`config.mk`:
```
export PLATFORM = sky130hd
export DESIGN_NAME = bpc_fifo
export DESIGN_NICKNAME = d
export VERILOG_FILES = /design/src/rtl/bpc_pkg.sv /design/src/rtl/bpc_fifo.sv
export SDC_FILE = /design/constraint.sdc
export NUM_CORES = 1
export LEC_CHECK = 0
export ABC_AREA = 0
export BUFFER_PORTS_ARGS = -buffer_cell sky130_fd_sc_hd__buf_4
export CAP_MARGIN = 30
export CORE_AREA = 2 2 205 207
export CTS_CLUSTER_SIZE = 10
export DETAILED_ROUTE_END_ITERATION = 10
export DIE_AREA = 0 0 207 209
export GPL_TIMING_DRIVEN = 0
export PLACE_DENSITY = 0.77
export SETUP_SLACK_MARGIN = 0.4
export SLEW_MARGIN = 20
export SYNTH_ARGS = -nofsm -noshare
export SYNTH_HDL_FRONTEND = slang
export SYNTH_SLANG_ARGS = --single-unit
export TNS_END_PERCENT = 30
```
`constraint.sdc`:
```
create_clock -name clk -period 21.9 [get_ports clk]
set_input_delay 1.095 -clock clk [delete_from_list [all_inputs] [get_ports clk]]
set_output_delay 1.095 -clock clk [all_outputs]
set_load 0.02 [all_outputs]
```
`src/rtl/bpc_pkg.sv`:
```
// ----------------------------------------------------------------------------
// bpc_pkg
// Shared widths, constants and types of the barometric pressure compensation.
// ----------------------------------------------------------------------------
package bpc_pkg;

  localparam int CAL_W   = 16;   // calibration word
  localparam int X_W     = 24;   // raw pressure
  localparam int TR_W    = 16;   // raw temperature
  localparam int TT_W    = 31;   // squared centered temperature
  localparam int PP_W    = CAL_W + TT_W;
  localparam int PT_W    = 53;   // table point, 24 fractional bits
  localparam int D_W     = 58;   // signed denominator of C
  localparam int BX_W    = X_W + 24;
  localparam int OPA_W   = 97;   // signed multiplier operand A
  localparam int OPB_W   = 65;   // signed multiplier operand B
  localparam int PROD_W  = 128;
  localparam int PRESS_W = 21;
  localparam int TEMP_W  = 15;
  localparam int DIV_BITS = 22;  // quotient bits kept before overflow
  localparam int DIVC_W  = 5;
  localparam int DSH_W   = PROD_W + 2;
  localparam int QUEUE_DEPTH = 2;

  localparam int OFFSET_SHIFT = 35;
  localparam logic [PT_W-1:0] LOW_BASE   = PT_W'(64'd7 << 43);
  localparam logic [PT_W-1:0] UPPER_BASE = PT_W'(64'd23 << 43);

  localparam logic [DIV_BITS:0]  P0_SIXTEENTHS = 23'd720000;
  localparam logic [DIV_BITS:0]  POS_LIMIT     = 23'd1377151;
  localparam logic [PRESS_W-1:0] PRESS_MAX     = 21'h1FFFFF;
  localparam logic [OPB_W-1:0]   NUM_FACTOR    = 65'd6720000;

  localparam logic [31:0]        TEMP_SCALE  = 32'd17500;
  localparam logic [31:0]        TEMP_ROUND  = 32'd32768;
  localparam logic signed [15:0] TEMP_OFFSET = 16'sd4500;

  typedef enum logic [1:0] {
    CFG_CAL_ZERO  = 2'd0,
    CFG_CAL_ONE   = 2'd1,
    CFG_CAL_TWO   = 2'd2,
    CFG_CAL_THREE = 2'd3
  } cfg_reg_t;

  typedef struct packed {
    logic [CAL_W-1:0] zero;
    logic [CAL_W-1:0] one;
    logic [CAL_W-1:0] two;
    logic [CAL_W-1:0] three;
  } bpc_cal_t;

  // Classified request handed from the front to the back.
  typedef struct packed {
    logic [X_W-1:0]    x;
    logic [PT_W-1:0]   l0;
    logic [PT_W-1:0]   l1;
    logic [PT_W-1:0]   l2;
    logic [D_W-1:0]    d;
    logic              err;
    logic [TEMP_W-1:0] temp;
  } bpc_item_t;

endpackage

```
`src/rtl/bpc_fifo.sv`:
```
// ----------------------------------------------------------------------------
// bpc_fifo
// Short request queue between front and back.
// ----------------------------------------------------------------------------
module bpc_fifo import bpc_pkg::*; #(
  parameter int Depth = QUEUE_DEPTH
) (
  input  logic      clk,
  input  logic      rst,
  input  bpc_item_t wr_data,
  input  logic      wr_valid,
  output logic      wr_ready,
  output bpc_item_t rd_data,
  output logic      rd_valid,
  input  logic      rd_ready
);

  localparam int PtrW = $clog2(Depth);
  localparam int CntW = $clog2(Depth + 1);

  bpc_item_t       mem [Depth];
  logic [PtrW-1:0] wr_ptr, rd_ptr;
  logic [CntW-1:0] count;
  logic            push, pop;

  assign wr_ready = count != CntW'(Depth);
  assign rd_valid = count != '0;
  assign push     = wr_valid && wr_ready;
  assign pop      = rd_valid && rd_ready;
  assign rd_data  = mem[rd_ptr];

  always_ff @(posedge clk) begin
    if (rst) begin
      wr_ptr <= '0;
      rd_ptr <= '0;
      count  <= '0;
    end else begin
      if (push) begin
        wr_ptr <= (wr_ptr == PtrW'(Depth - 1)) ? '0 : wr_ptr + 1'b1;
      end
      if (pop) begin
        rd_ptr <= (rd_ptr == PtrW'(Depth - 1)) ? '0 : rd_ptr + 1'b1;
      end
      count <= count + CntW'(push) - CntW'(pop);
    end
  end

  always_ff @(posedge clk) begin
    if (push) begin
      mem[wr_ptr] <= wr_data;
    end
  end

endmodule

```
==> flow_metrics.env <==
export IMPL_final_period_utilization_pct=14.0
export IMPL_p_sw_mw=0.792
export IMPL_powerDensity_nw_per_um2=111
export IMPL_clockRootBuffer="clkbuf_16"
export IMPL_async_reset_ff_share_pct=0
export IMPL_grt_max_degree=99
export IMPL_fp_row_count=75
export IMPL_drt_total_wl_um=43500
export IMPL_die_h_um=209
export IMPL_cts_tree="built"
export IMPL_setup_viol=0
export IMPL_tightest_slew_ps=570
export IMPL_yosys_top_cells_area="edfxtp_1 78%, mux2_4 17%, mux2_2 1.6%, buf_6 0.85%, buf_8 0.83%"
export IMPL_synth_edf_count=514
export IMPL_synth_cell_type_count=24
export IMPL_cts_setup_buffers=0
export IMPL_synth_area_um2=19800
export IMPL_clk_pin_slew_worst_paths_ps=50
export IMPL_synth_avg_cell_area_um2=23.9
export IMPL_criticalPathCategory="register to output pin"
export IMPL_synth_cells=829
export IMPL_period_minus_slack_ps=3060
export IMPL_synthDominantCellAreaShare_pct=77.9
export IMPL_drtIter0Drc=591
export IMPL_port_buffer_count=519
export IMPL_cts_max_level=2
export IMPL_drive_gt1_share_pct=61.4
export IMPL_timing_final_hold_violations=0
export IMPL_ctsLongestPathBuffers=3
export IMPL_fin_skew_ps=12.4
export IMPL_via_count=9873
export IMPL_ctsHoldBuffers=0
export IMPL_hpwlAfterDp_um=29900
export IMPL_worst_setup_path_start_kind="register"
export IMPL_crit_path_end_kind="output pin"
export IMPL_grtUsageTotal_pct=19.7
export IMPL_ir_drop_v=0.0000913
export IMPL_syn_num_nets=1091
export IMPL_drcViolationCount=0
export IMPL_tns_ps=0
export IMPL_fmax_mhz=327
export IMPL_yosys_most_used_dff="edfxtp_1"
export IMPL_area_delta_synth_final_pct=32.2
export IMPL_yosysSeqAreaShare_pct=78.4
export IMPL_wl_per_cell_um=22.0
export IMPL_crit_arrival_ps=1960
export IMPL_drv_slew=0
export IMPL_antenna_found_initial=3
export IMPL_ys_ff_latch=519
export IMPL_ant_nets=0
export IMPL_overflow=0
export IMPL_p_comb_share_pct=28.7
export IMPL_grt_pass1_vias=10700
export IMPL_pwr_share_seq_pct=42.5
export IMPL_reg2regPathDepth=5
export IMPL_ios=520
export IMPL_yosysMostFrequentCell="edfxtp_1"
export IMPL_hp_class="register to register"
export IMPL_fin_ws_ps=18840
export IMPL_rsz0062_at_grt="false"
export IMPL_synth_top_area_cell="edfxtp_1"
export IMPL_clk_latency_ps=590
export IMPL_maxCapViolCount=0
export IMPL_initial_utilization_pct=48.0
export IMPL_clkPwrFrac_pct=28.8
export IMPL_power_leakage_nw=10.2
export IMPL_vias_per_cell=5.00
export IMPL_die_w_um=207
export IMPL_gp_congestion=0.780
export IMPL_max_slew_margin_pct=62.0
export IMPL_synth_common_cells="514 x edfxtp_1, 230 x mux2_4, 28 x mux2_2"
export IMPL_worstPathRequired_ps=20810
export IMPL_ctsResizeCount=0
export IMPL_hold_depth=2
export IMPL_yosys_warnings=0
export IMPL_internal_power_mw=2.11
export IMPL_cts_sinks=519
export IMPL_dieArea_um2=43300
export IMPL_fin_nets=1678
export IMPL_dpl_cell_count=1895
export IMPL_pre_cts_slack_ps=19050
export IMPL_drt_first_pass_iters=5
export IMPL_cts_made_buffers=58
export IMPL_crit_fanout=10
export IMPL_outcome="finished clean"
export IMPL_grt_pass1_wl_um=63900
export IMPL_coreArea_um2=41300
export IMPL_instances_no_fill=1974
export IMPL_switching_share_pct=27.3
==> critical path: stages, from the launching register on <==
cell and delay, ps:
dfxtp_1 320, buf_6 130, buf_8 210, buf_8 200, mux2_4 340, buf_4 160
==> final timing paths <==
path / start / endpoint / slack, ps
min: rd_ptr$_SDFFE_PP0P_ / rd_ptr$_SDFFE_PP0P_ / 510
max: register / rd_data[198] / 18840
max reg2reg: count[0]$_SDFF_PP0_ / mem[1][141]$_DFFE_PP_ / 19620
min reg2reg: rd_ptr$_SDFFE_PP0P_ / rd_ptr$_SDFFE_PP0P_ / 510
==> cell usage in the layout, fill, tap and decap left out <==
| cell | synthesis | final |
|---|---|---|
| or2_2 | 1 | 1 |
| xor2_1 | 1 | 1 |
| buf_6 | 15 | 15 |
| and3_4 | 0 | 1 |
| nor2b_1 | 3 | 3 |
| nor2_1 | 5 | 5 |
| mux2_4 | 230 | 230 |
| a211oi_1 | 1 | 1 |
| clkbuf_16 | 0 | 61 |
| inv_8 | 0 | 1 |
| mux2_2 | 28 | 28 |
| buf_4 | 0 | 519 |
| diode_2 | 0 | 1 |
| a21oi_1 | 1 | 1 |
| dfxtp_1 | 5 | 5 |
| a21bo_1 | 1 | 1 |
| buf_8 | 11 | 11 |
| a21bo_2 | 1 | 1 |
| edfxtp_1 | 514 | 514 |
| clkinv_1 | 0 | 2 |
| nand3b_1 | 1 | 1 |
| clkinv_2 | 0 | 1 |
| nand3_1 | 1 | 1 |
| clkbuf_1 | 0 | 14 |
| a32oi_1 | 1 | 1 |
| buf_16 | 0 | 5 |
| nand2b_1 | 1 | 1 |
| buf_2 | 2 | 2 |
| o21ai_0 | 2 | 2 |
| buf_12 | 1 | 4 |
| ha_1 | 1 | 1 |
==> stage by stage <==
step	hold WS [ps]	utilization (%)	power, mW	cell area [um^2]
floorplan	472	-	1.80	19800
detailed placement	495	59.6	2.10	24600
global placement	489	59.1	2.12	24400
global route	545	63.4	3.02	26200
finish	507	63.4	2.91	26200
CTS	512	63.4	2.94	26200
==> cell type report <==
type | instances | area, um^2
repair buffers | 527 | 4090
clock inverters | 3 | 12.5
inverters | 1 | 11.3
well taps | 539 | 674
clock buffers | 75 | 1580
multi-input cells | 280 | 3920
plain buffers | 29 | 364
flip-flops and latches | 519 | 15500
fillers | 2790 | 15100
diodes | 1 | 2.50
==> power groups by stage <==
stage	clock network [mW]	registers [mW]	logic, mW
finish	0.838	1.23	0.835
detailed placement	0	1.25	0.842
global route	0.899	1.24	0.875
global placement	0	1.29	0.824
CTS	0.861	1.24	0.846
floorplan	0	1.27	0.527
==> cells by family (layout without fill, tap and decap cells) <==
| kind of cell | after synthesis | in the layout | synth area share [%] |
|---|---|---|---|
| muxes | 258 | 258 | 19.0 |
| other | 0 | 1 | 0 |
| xor gates and xnor gates | 1 | 1 | 0.0442 |
| AOI/OAI and AO/OA | 7 | 7 | 0.259 |
| and+or+nand+nor | 13 | 13 | 0.347 |
| DFF | 519 | 519 | 78.4 |
| adders and majority gates | 1 | 1 | 0.0631 |
| buffers and inverters | 30 | 635 | 1.86 |
==> per-layer routing <==
metal,track usage [%],share of wire (%)
met1,21.7,36
met2,33.7,51
met4,9.11,3.9
met3,7.74,9.8
met5,0,0.046
==> flip-flops by register name, indices dropped and copies added, names as in the netlist, named ones only <==
signal,cells
wr_ptr,1
mem,514
count,2
rd_ptr,1
No activity file was read; power rests on OpenSTA's default activity.
